<file path="src/rtbw_pkg.sv">
// Package for the rotate/translate bilinear warp: constants, register codes,
// pipeline structs and clamp functions. Depends on nothing.
package rtbw_pkg;

	localparam int FRAC_BITS = 8;
	localparam int COORD_W   = 20;
	localparam int BANK_AW   = 16;
	localparam int BANK_DEPTH = 65536;
	localparam int NUM_BANKS = 4;

	localparam logic [2:0] REG_ROT_COS   = 3'd0;
	localparam logic [2:0] REG_ROT_SIN   = 3'd1;
	localparam logic [2:0] REG_SHIFT_X   = 3'd2;
	localparam logic [2:0] REG_SHIFT_Y   = 3'd3;
	localparam logic [2:0] REG_WIDTH     = 3'd4;
	localparam logic [2:0] REG_HEIGHT    = 3'd5;
	localparam logic [2:0] REG_CHANNELS  = 3'd6;

	localparam logic OP_LOAD = 1'b0;

	typedef struct packed {
		logic        valid;
		logic        load;
		logic [7:0]  x;
		logic [7:0]  y;
		logic [1:0]  pl;
		logic [15:0] pix;
	} meta_t;

	typedef struct packed {
		meta_t      meta;
		logic       hit;
		logic [7:0] ix;
		logic [7:0] iy;
		logic [7:0] fx;
		logic [7:0] fy;
	} samp_t;

	typedef struct packed {
		logic        valid;
		logic [7:0]  x;
		logic [7:0]  y;
		logic [1:0]  pl;
		logic [15:0] value;
		logic        hit;
	} res_t;

	function automatic logic [8:0] clamp_dim(input logic [8:0] v);
		logic [8:0] r;
		r = v;
		if (v < 9'd2) r = 9'd2;
		else if (v > 9'd256) r = 9'd256;
		return r;
	endfunction

	function automatic logic [2:0] clamp_planes(input logic [2:0] v);
		logic [2:0] r;
		r = v;
		if (v == 3'd0) r = 3'd1;
		else if (v > 3'd4) r = 3'd4;
		return r;
	endfunction

endpackage

</file>
<file path="src/rtbw_blend.sv">
// Bilinear blend of the four banked neighbors, rounding and saturation.
// Depends on rtbw_pkg.
module rtbw_blend import rtbw_pkg::*; (
	input  logic                        clk,
	input  logic                        arst_n,
	input  logic                        en,
	input  samp_t                       samp,
	input  logic [NUM_BANKS-1:0][15:0]  bank_rd,
	output res_t                        res
);
	meta_t meta_s5, meta_s6, meta_s7;
	logic ins_s5, ins_s6, ins_s7;
	logic [7:0] fx_s5, fy_s5, fy_s6;
	logic ix0_s5, iy0_s5;
	logic [24:0] top_s6, bot_s6;
	logic [33:0] acc_s7;

	meta_t meta_in;
	logic [15:0] tl, tr, bl, br;
	logic [8:0] wx0, wy0;
	logic [33:0] rnd;

	// A neighbor with zero weight takes a tap that is known to be in the frame,
	// which covers the clamped last row and column.
	assign tl = bank_rd[{iy0_s5, ix0_s5}];
	assign tr = (fx_s5 == 8'd0) ? tl : bank_rd[{iy0_s5, ~ix0_s5}];
	assign bl = (fy_s5 == 8'd0) ? tl : bank_rd[{~iy0_s5, ix0_s5}];
	assign br = (fy_s5 == 8'd0) ? tr : ((fx_s5 == 8'd0) ? bl : bank_rd[{~iy0_s5, ~ix0_s5}]);
	assign wx0 = 9'd256 - {1'b0, fx_s5};
	assign wy0 = 9'd256 - {1'b0, fy_s6};
	assign rnd = acc_s7 + 34'd32768;

	always_comb begin
		meta_in = samp.meta;
		meta_in.valid = samp.meta.valid && (samp.meta.load != OP_LOAD);
	end

	always_ff @(posedge clk or negedge arst_n) begin
		if (!arst_n) begin
			meta_s5 <= '0;
			meta_s6 <= '0;
			meta_s7 <= '0;
		end else if (en) begin
			meta_s5 <= meta_in;
			meta_s6 <= meta_s5;
			meta_s7 <= meta_s6;
		end
	end

	always_ff @(posedge clk) begin
		if (en) begin
			ins_s5 <= samp.hit;
			fx_s5  <= samp.fx;
			fy_s5  <= samp.fy;
			ix0_s5 <= samp.ix[0];
			iy0_s5 <= samp.iy[0];
			ins_s6 <= ins_s5;
			fy_s6  <= fy_s5;
			top_s6 <= 25'(tl) * 25'(wx0) + 25'(tr) * 25'(fx_s5);
			bot_s6 <= 25'(bl) * 25'(wx0) + 25'(br) * 25'(fx_s5);
			ins_s7 <= ins_s6;
			acc_s7 <= 34'(top_s6) * 34'(wy0) + 34'(bot_s6) * 34'(fy_s6);
		end
	end

	always_comb begin
		res.valid  = meta_s7.valid;
		res.x      = meta_s7.x;
		res.y      = meta_s7.y;
		res.pl     = meta_s7.pl;
		res.hit    = ins_s7;
		if (!ins_s7) res.value = 16'd0;
		else if (rnd[32]) res.value = 16'hFFFF;
		else res.value = rnd[31:16];
	end
endmodule

</file>
<file path="config.mk">
export PLATFORM = sky130hd
export DESIGN_NAME = rtbw_blend
export DESIGN_NICKNAME = d
export VERILOG_FILES = /design/src/rtbw_pkg.sv /design/src/rtbw_blend.sv
export SDC_FILE = /design/constraint.sdc
export NUM_CORES = 2
export LEC_CHECK = 0
export BUFFER_PORTS_ARGS = -buffer_cell sky130_fd_sc_hd__clkbuf_2
export CAP_MARGIN = 15
export CORE_MARGIN = 10
export CORE_UTILIZATION = 45
export DETAILED_ROUTE_END_ITERATION = 12
export SLEW_MARGIN = 30
export SYNTH_ARGS = -nofsm -noshare
export SYNTH_HDL_FRONTEND = slang
export SYNTH_SLANG_ARGS = --single-unit
</file>
<file path="constraint.sdc">
create_clock -name clk -period 13.8 [get_ports clk]
set_clock_uncertainty 0.05 [all_clocks]
set_input_delay 3.45 -clock clk [delete_from_list [all_inputs] [get_ports clk]]
set_output_delay 3.45 -clock clk [all_outputs]
set_load 0.05 [all_outputs]
</file>
==> results.yml <==
critical_path:
  path_max_fanout: 8
  worst_setup_path_end_kind: "flip-flop"
  worstSetupPathType: "primary input to flip-flop"
  cp.required_ns: 13.97
  cp_data_arrival_time_ns: 10.78
  start_kind: "primary input"
hold_path:
  hold_path_class: "flip-flop to flip-flop"
global_route:
  grt_pass1_vias: 28800
  antenna_found_initial: 2
  grt_pass1_wl_mm: 157
  grt_use_total: 0.210
  grt.overflow.total: 0
  grt_max_degree: 82
synth:
  synthMuxAreaShare: 0.0580
  synth_xor_area_frac: 0.0217
  synth_area_um2: 37900
  ys.flop_type: "edfxtp_1"
  synth_area_per_cell_um2: 9.36
  synth-async-reset-ratio: 0.370
  synth_compound_area_frac: 0.0402
  syn_inst: 4051
  synth_edf_count: 97
  synth_fa_ha_area_frac: 0.503
  syn_nets: 5231
  ys_warn_count: 0
  synth_top_family_by_area: "adder cells"
  yosys.area_share.simple: 0.146
  synth_cell_types: 67
  synth-seq-area-share: 0.114
  synth_seq_cells: 154
clock_tree:
  cts_hold_buffers: 0
  insertion_delay_ns: 0.52
  cts_tree: "yes"
  cts-root-buf: "clkbuf_16"
  clkSlewWorstSetupHoldPaths_ns: 0.07
  cts_max_level: 4
  cts_buffers: 17
  cts_resized: 0
  cts_setup_buffers: 0
  clock_path_buffers: 2
  clock-sinks: 154
drt:
  wl_mm: 95.4
  dr.pass1.iters: 5
  avgRoutedWirePerCell_um: 18.5
  vias_per_cell: 5.15
  dr_total_vias: 26600
  drc: 0
  final_antenna_net_count: 0
  drtIter0Drc: 1450
timing:
  worst_pin_slew_ns: 0.955
  min_period_ns: 10.61
  setup_violations: 0
  rsz0062_at_grt: "false"
  finalMaxSlewViolations: 0
  slew_headroom: 0.363
  max_freq_mhz: 94.2
  finalHoldViolations: 0
  period_share: 0.769
  tns_ns: 0
cells_and_area:
  syn2layout_area_growth_pct: 6.28
  layout_common_cells: "976 x inv_1, 801 x fa_1, 700 x nand2_1"
  antenna_cells: 0
  fillers: 7945
  final_common_cell: "inv_1"
  finalNetCount: 5252
  multi_input_area_um2: 29300
  drive_gt1_frac: 0.0879
  regArea_um2: 4340
  fin_util: 0.482
run_status:
  status: "complete, no violations"
place:
  numPortBuffers: 141
  hpwl_mm: 78.3
  gp_congestion: 0.873
floorplan:
  die_area_um2: 96200
  chipHeight_um: 310
  rows: 106
  start_util: 0.454
  core-area_um2: 83600
  ios: 172
  die_w_um: 310
job:
  cap_violations: 0
==> layer usage <==
layer,GRT usage,routed length (um),vias to the layer above
li1,-,-,12100
met1,0.280,41900,13600
met2,0.348,45000,728
met3,0.0365,6000,107
met4,0.0645,2540,2
met5,0,13,-
==> logic make-up (layout without fill, tap and decap cells) <==
| family | Yosys count | count (layout) |
|---|---|---|
| fa+ha+maj | 1044 | 1044 |
| flops | 154 | 154 |
| xor+xnor | 93 | 93 |
| mux | 168 | 168 |
| simple gates | 1196 | 1196 |
| buf+inv | 1158 | 1192 |
| compound gates | 238 | 238 |
==> area by class of cell <==
class / count / share of cell area
multi-input combinational: 2739 / 0.727
sequential: 154 / 0.108
inverter: 978 / 0.0911
tap: 1080 / 0.0335
timing repair buffer: 182 / 0.0253
clock buffer: 17 / 0.0106
clock inverter: 15 / 0.00441
==> sequential cells by signal (all words and copies together) (netlist names) <==
name / count
acc_s7: 18
bot_s6: 25
fx_s5: 8
fy_s5: 8
fy_s6: 8
ins_s5: 1
ins_s6: 1
ins_s7: 1
ix0_s5: 1
iy0_s5: 1
meta_s5: 19
meta_s6: 19
res: 19
top_s6: 25
==> per-stage QoR <==
step	area (um2)	instances	setup WS, ns	hold WS, ns
floorplan	37900	4051	3.84	0.350
global placement	39600	5133	2.71	0.354
detailed placement	39600	5133	2.73	0.376
CTS	40200	5165	3.27	0.391
global route	40300	5165	2.77	0.404
finish	40300	5165	3.19	0.384
==> worst paths after layout <==
| check | slack [ns] | cells after the start | end | start |
|---|---|---|---|---|
| max | 3.19 | 23 | bot_s6[23]$_DFFE_PP_ | bank_rd[6] |
| max in group asynchronous | 10.19 | 2 | meta_s5[21]$_DFFE_PN0P_ | arst_n |
| min in group asynchronous | 3.04 | 2 | meta_s6[28]$_DFFE_PN0P_ | arst_n |
| max reg2reg | 3.68 | 27 | bot_s6[23]$_DFFE_PP_ | fx_s5[0]$_DFFE_PP_ |
| min | 0.38 | 0 | ins_s6$_DFFE_PP_ | ins_s5$_DFFE_PP_ |
| min reg2reg | 0.38 | 0 | ins_s6$_DFFE_PP_ | ins_s5$_DFFE_PP_ |
==> synth_stat cells, types with 46 or more instances <==
cell	instances	area (um2)
inv_1	976	3660
fa_1	801	16000
nand2_1	700	2630
and2_1	294	1840
ha_1	243	3040
clkbuf_1	131	492
edfxtp_1	97	2910
mux2_2	81	912
nor2_1	74	278
a21oi_1	72	360
xnor2_1	60	526
dfrtp_1	57	1430
mux2i_1	52	521
o21ai_0	46	230
==> worst max-delay path, stage by stage <==
cell,delay [ns]
clkbuf_2,0.10
mux2_2,0.16
nor2_1,0.04
a21oi_1,0.62
mux2i_1,0.44
mux2i_1,0.64
nand2_1,0.17
fa_1,0.56
inv_1,0.05
fa_1,0.55
fa_1,0.46
fa_1,0.49
fa_1,0.49
inv_1,0.05
fa_1,0.47
inv_1,0.04
ha_1,0.34
a21oi_1,0.18
o211ai_1,0.16
a32o_1,0.33
a2111o_1,0.44
nand4_1,0.10
or3b_2,0.44
Power is left out: the tool's default activity adds up to more than one toggle a clock period on the data nets, which glitch-free logic cannot reach.
