==> src/rtbw_pkg.sv <==
// Package for the rotate/translate bilinear warp: constants, register codes,
// pipeline structs and clamp functions. Depends on nothing.
package rtbw_pkg;

	localparam int FRAC_BITS = 8;
	localparam int COORD_W   = 20;
	localparam int BANK_AW   = 16;
	localparam int BANK_DEPTH = 65536;
	localparam int NUM_BANKS = 4;

	localparam logic [2:0] REG_ROT_COS   = 3'd0;
	localparam logic [2:0] REG_ROT_SIN   = 3'd1;
	localparam logic [2:0] REG_SHIFT_X   = 3'd2;
	localparam logic [2:0] REG_SHIFT_Y   = 3'd3;
	localparam logic [2:0] REG_WIDTH     = 3'd4;
	localparam logic [2:0] REG_HEIGHT    = 3'd5;
	localparam logic [2:0] REG_CHANNELS  = 3'd6;

	localparam logic OP_LOAD = 1'b0;

	typedef struct packed {
		logic        valid;
		logic        load;
		logic [7:0]  x;
		logic [7:0]  y;
		logic [1:0]  pl;
		logic [15:0] pix;
	} meta_t;

	typedef struct packed {
		meta_t      meta;
		logic       hit;
		logic [7:0] ix;
		logic [7:0] iy;
		logic [7:0] fx;
		logic [7:0] fy;
	} samp_t;

	typedef struct packed {
		logic        valid;
		logic [7:0]  x;
		logic [7:0]  y;
		logic [1:0]  pl;
		logic [15:0] value;
		logic        hit;
	} res_t;

	function automatic logic [8:0] clamp_dim(input logic [8:0] v);
		logic [8:0] r;
		r = v;
		if (v < 9'd2) r = 9'd2;
		else if (v > 9'd256) r = 9'd256;
		return r;
	endfunction

	function automatic logic [2:0] clamp_planes(input logic [2:0] v);
		logic [2:0] r;
		r = v;
		if (v == 3'd0) r = 3'd1;
		else if (v > 3'd4) r = 3'd4;
		return r;
	endfunction

endpackage

==> src/rtbw_map.sv <==
// Coordinate mapping pipeline: shift, inverse rotation, rounding, inside test.
// Depends on rtbw_pkg.
module rtbw_map import rtbw_pkg::*; (
	input  logic               clk,
	input  logic               arst_n,
	input  logic               en,
	input  meta_t              item,
	input  logic signed [15:0] rot_cos,
	input  logic signed [15:0] rot_sin,
	input  logic [16:0]        shift_x,
	input  logic [16:0]        shift_y,
	input  logic [8:0]         width,
	input  logic [8:0]         height,
	output samp_t              samp
);
	meta_t meta_s1, meta_s2, meta_s3;
	logic signed [18:0] xt_s1, yt_s1;
	logic signed [34:0] pcx_s2, psy_s2, pcy_s2, psx_s2;
	logic signed [COORD_W-1:0] sx_s3, sy_s3;
	samp_t samp_s4;

	logic signed [18:0] xt, yt;
	logic signed [35:0] sum_x, sum_y;
	logic [16:0] lim_x, lim_y;
	logic in_x, in_y;

	assign xt = $signed({3'b0, item.x, 8'b0}) - $signed({{2{shift_x[16]}}, shift_x});
	assign yt = $signed({3'b0, item.y, 8'b0}) - $signed({{2{shift_y[16]}}, shift_y});

	assign sum_x = 36'(pcx_s2) + 36'(psy_s2) + 36'sd8192;
	assign sum_y = 36'(pcy_s2) - 36'(psx_s2) + 36'sd8192;

	assign lim_x = {width - 9'd1, 8'b0};
	assign lim_y = {height - 9'd1, 8'b0};
	assign in_x = !sx_s3[COORD_W-1] && (sx_s3[COORD_W-2:0] <= {2'b0, lim_x});
	assign in_y = !sy_s3[COORD_W-1] && (sy_s3[COORD_W-2:0] <= {2'b0, lim_y});

	always_ff @(posedge clk or negedge arst_n) begin
		if (!arst_n) begin
			meta_s1 <= '0;
			meta_s2 <= '0;
			meta_s3 <= '0;
			samp_s4 <= '0;
		end else if (en) begin
			meta_s1 <= item;
			meta_s2 <= meta_s1;
			meta_s3 <= meta_s2;
			samp_s4.meta   <= meta_s3;
			samp_s4.hit    <= in_x && in_y;
			samp_s4.ix     <= sx_s3[15:8];
			samp_s4.iy     <= sy_s3[15:8];
			samp_s4.fx     <= sx_s3[7:0];
			samp_s4.fy     <= sy_s3[7:0];
		end
	end

	always_ff @(posedge clk) begin
		if (en) begin
			xt_s1  <= xt;
			yt_s1  <= yt;
			pcx_s2 <= rot_cos * xt_s1;
			psy_s2 <= rot_sin * yt_s1;
			pcy_s2 <= rot_cos * yt_s1;
			psx_s2 <= rot_sin * xt_s1;
			sx_s3  <= sum_x[33:14];
			sy_s3  <= sum_y[33:14];
		end
	end

	assign samp = samp_s4;
endmodule

==> config.mk <==
export PLATFORM = sky130hd
export DESIGN_NAME = rtbw_map
export DESIGN_NICKNAME = d
export VERILOG_FILES = /design/src/rtbw_pkg.sv /design/src/rtbw_map.sv
export SDC_FILE = /design/constraint.sdc
export NUM_CORES = 2
export LEC_CHECK = 0
export BUFFER_PORTS_ARGS = -buffer_cell sky130_fd_sc_hd__buf_2
export CORE_MARGIN = 8
export CORE_UTILIZATION = 60
export DETAILED_ROUTE_END_ITERATION = 8
export GPL_TIMING_DRIVEN = 0
export PLACE_DENSITY = 0.87
export SYNTH_ARGS = -nofsm -noshare
export SYNTH_HDL_FRONTEND = slang
export SYNTH_SLANG_ARGS = --single-unit
==> constraint.sdc <==
create_clock -name clk -period 7.55 [get_ports clk]
set_input_delay 1.1325 -clock clk [delete_from_list [all_inputs] [get_ports clk]]
set_output_delay 1.1325 -clock clk [all_outputs]
set_load 0.02 [all_outputs]
==> impl_metrics.env <==
export IMPL_rr_worst_depth=21
export IMPL_row_count=117
export IMPL_synth_main_ff_cell="edfxtp_1"
export IMPL_cts_root_buf="clkbuf_16"
export IMPL_synth_edf_count=212
export IMPL_ys_ff_latch=389
export IMPL_htreeDepth=2
export IMPL_crit_chain="clkbuf_2, clkbuf_2, nand2_1, fa_1, inv_1, fa_1, inv_1, fa_1, inv_1, fa_1, fa_1, inv_1, fa_1, inv_1, ha_1, a21o_1, a21o_1, a21oi_1, o22ai_1, a211o_1, and2_1, a21o_1, a21oi_2, xnor2_1"
export IMPL_grtUsageMet1_pct=42.5
export IMPL_synthArstFlopShare_pct=45.5
export IMPL_max_cap_violations=0
export IMPL_critical_path_startpoint_type="input pin"
export IMPL_worst_slew_pin_transition_ns=1.29
export IMPL_viasPerCell=5.94
export IMPL_top_usage_layer="met2"
export IMPL_gp_congestion=1.02
export IMPL_period_share_pct=99.8
export IMPL_first_iter_violations=5100
export IMPL_cts_sinks=389
export IMPL_min_to="samp[32]$_DFFE_PN0P_"
export IMPL_ioPinCount=192
export IMPL_via_count=45700
export IMPL_drt_pass1_iterations=9
export IMPL_crit_arrival_ns=7.89
export IMPL_path_clk_slew_ns=0.06
export IMPL_synth_common_cells="inv_1 (1385), fa_1 (1160), nand2_1 (589), and2_1 (560), ha_1 (508)"
export IMPL_fmax_ghz=0.133
export IMPL_antenna_found_initial=35
export IMPL_cts_hold_repair_buffers=0
export IMPL_final_min_clock_period_ns=7.53
export IMPL_grt_pass1_wl_mm=295
export IMPL_worstHoldPathType="flop to flop"
export IMPL_routed_wl_mm=195
export IMPL_synth_top_area_share_pct=38.1
export IMPL_cts_tree="built"
export IMPL_cts_buffer_depth=3
export IMPL_max_stage_delay_ns=0.53
export IMPL_postRouteAntennaNets=0
export IMPL_grt_setup_unrepaired="true"
export IMPL_grt_start_max_net_pins=130
export IMPL_yosysWarnings=0
export IMPL_fin_cells=7687
export IMPL_worst_ep_required_time_ns=7.91
export IMPL_grt_pass1_vias=49000
export IMPL_min_delay_start="samp[32]$_DFFE_PN0P_"
export IMPL_grtUsageTotal_pct=35.4
export IMPL_critPathKind="input pin to flop"
export IMPL_seqCellArea_um2=10800
export IMPL_hpwlAfterDp_mm=152
export IMPL_status="finished, violations left"
export IMPL_postSynthAreaPerCell_um2=10.1
export IMPL_worstPathMaxFanout=10
export IMPL_setup_viol_count_final=0
export IMPL_die_height_um=335
export IMPL_syn_inst=6022
export IMPL_utilization_pct=64.8
export IMPL_synth_nets=7813
export IMPL_seq_area_frac_synth_pct=17.7
export IMPL_final_setup_skew_ns=0.0440
export IMPL_path_common_cell="fa_1"
export IMPL_worstSetupEndpointType="flop"
export IMPL_synth_area_leaders="fa_1 (38%), edfxtp_1 (10%), ha_1 (10%)"
export IMPL_r2r_end="pcy_s2[33]$_DFFE_PP_"
export IMPL_area_growth_syn_to_layout_pct=7.73
export IMPL_dp_cells=7565
export IMPL_nNetsFinal=8042
export IMPL_multi_input_area_um2=44100
export IMPL_synth_most_common_cell="inv_1"
export IMPL_min_delay_path_depth=1
export IMPL_violations="DRC"
export IMPL_drc=1
export IMPL_cts_buffers=44
export IMPL_num_fill_cells=7520
export IMPL_hold_viol=0
export IMPL_grt_use_met3_pct=12.7
export IMPL_synth_cell_types=77
export IMPL_clk_latency_ns=0.64
export IMPL_dieArea_um2=112000
export IMPL_slew_limit_headroom_pct=14.1
export IMPL_use_met2_pct=51.9
export IMPL_slew_viol_final=0
export IMPL_grt_ovfl_total=0
export IMPL_layout_drive_gt1_share_pct=10.1
export IMPL_start_util_pct=60.2
export IMPL_yosysTopAreaCell="fa_1"
export IMPL_rr_startpoint="yt_s1[14]$_DFFE_PP_"
export IMPL_design_core_area_um2=101000
export IMPL_die_x_um=335
export IMPL_synthesis_area_um2=60900
export IMPL_wl_per_cell_um=25.3
export IMPL_portBuffers=173
export IMPL_r2r_slack_ns=0.09
export IMPL_cpMaxStageDelayCell="fa_1"
==> metrics by stage <==
step,setup slack (ns),hold WS [ns],TNS (ns),instance area [um^2]
2_1_floorplan,0.365,0.475,0,60900
3_3_place_gp,-1.34,0.469,-40.75,63500
3_5_place_dp,-1.47,0.479,-46.83,63500
4_1_cts,0.000515,0.493,0,65200
5_1_grt,-0.0704,0.515,-0.158,65500
6_report,0.0185,0.499,0,65600
==> repair_timing <==
action,in CTS,in global routing
endpoints found under the setup margin,36,37
buffers inserted,0,9
pin swaps,1,1
gates resized for setup,80,249
==> state kept, by name, indices dropped and copies added (netlist names), 34 cells and up <==
register  count
samp         69
psx_s2       34
meta_s1      36
pcy_s2       34
meta_s3      36
pcx_s2       34
psy_s2       34
meta_s2      36
==> how the worst max path moves through the flow <==
stage / startpoint / endpoint / slack (ns) / depth (start not counted)
finish: rot_sin[9] / psy_s2[25]$_DFFE_PP_ / 0.02 / 24
global route: yt_s1[0]$_DFFE_PP_ / pcy_s2[23]$_DFFE_PP_ / -0.07 / 22
CTS: rot_sin[11] / psx_s2[30]$_DFFE_PP_ / 0.0005 / 22
detailed placement: rot_cos[2] / pcy_s2[27]$_DFFE_PP_ / -1.47 / 19
global placement: rot_cos[2] / pcy_s2[27]$_DFFE_PP_ / -1.34 / 19
floorplan: rot_cos[7] / pcx_s2[33]$_DFFE_PP_ / 0.36 / 25
==> logic make-up (layout without fill, tap and decap cells) <==
logic type	Yosys count	count (layout)	synth area share, %
XOR/XNOR	226	226	3.25
flip-flops	389	389	17.7
multiplexers	178	178	3.29
AND/OR/NAND/NOR	1509	1509	12.5
buffers and inverters	1631	1896	10.1
adder cells (fa/ha/maj)	1668	1668	48.6
other	0	32	0
AO/OA/AOI/OAI	421	421	4.59
==> metal layers <==
layer | wire, um | share of wire, %
met1 | 65300 | 34
met2 | 83100 | 43
met3 | 26600 | 14
met4 | 19700 | 10
met5 | 168 | 0.086
==> cell type report <==
| cell class | count | area share [%] |
|---|---|---|
| diodes | 32 | 0.122 |
| repair buffers | 184 | 1.59 |
| well taps | 1368 | 2.61 |
| clock inverters | 25 | 0.324 |
| clock buffers | 57 | 1.96 |
| plain buffers | 245 | 1.76 |
| inverters | 1385 | 7.93 |
| multi-input cells | 4002 | 67.2 |
| flip-flops and latches | 389 | 16.5 |
==> critical path: cells and delay by family <==
| kind | cells | cell delay (ns) |
|---|---|---|
| fa+ha+maj | 7 | 3.35 |
| compound gates | 7 | 1.62 |
| buf+inv | 7 | 1.18 |
| simple gates | 2 | 0.34 |
| xor+xnor | 1 | 0.24 |
==> cell usage in the layout, fill, tap and decap left out, types with 27 or more instances in the layout <==
cell | synthesis | routed
edfxtp_1 | 212 | 212
a21o_1 | 77 | 77
fa_1 | 1160 | 1157
xor2_1 | 55 | 54
inv_1 | 1385 | 1385
nor3_1 | 32 | 32
clkbuf_16 | 0 | 48
clkbuf_2 | 0 | 128
mux2_2 | 176 | 176
and2_1 | 560 | 560
a21oi_1 | 119 | 117
xnor2_1 | 171 | 166
nand2_1 | 589 | 589
o21ai_0 | 56 | 56
ha_1 | 508 | 508
dfrtp_1 | 177 | 177
o21a_1 | 33 | 33
nand2b_1 | 37 | 37
nor2b_1 | 27 | 27
diode_2 | 0 | 32
buf_2 | 1 | 184
nor2_1 | 145 | 145
clkbuf_1 | 240 | 91
Power is left out: the tool's default activity adds up to more than one toggle a clock period on the data nets, which glitch-free logic cannot reach.
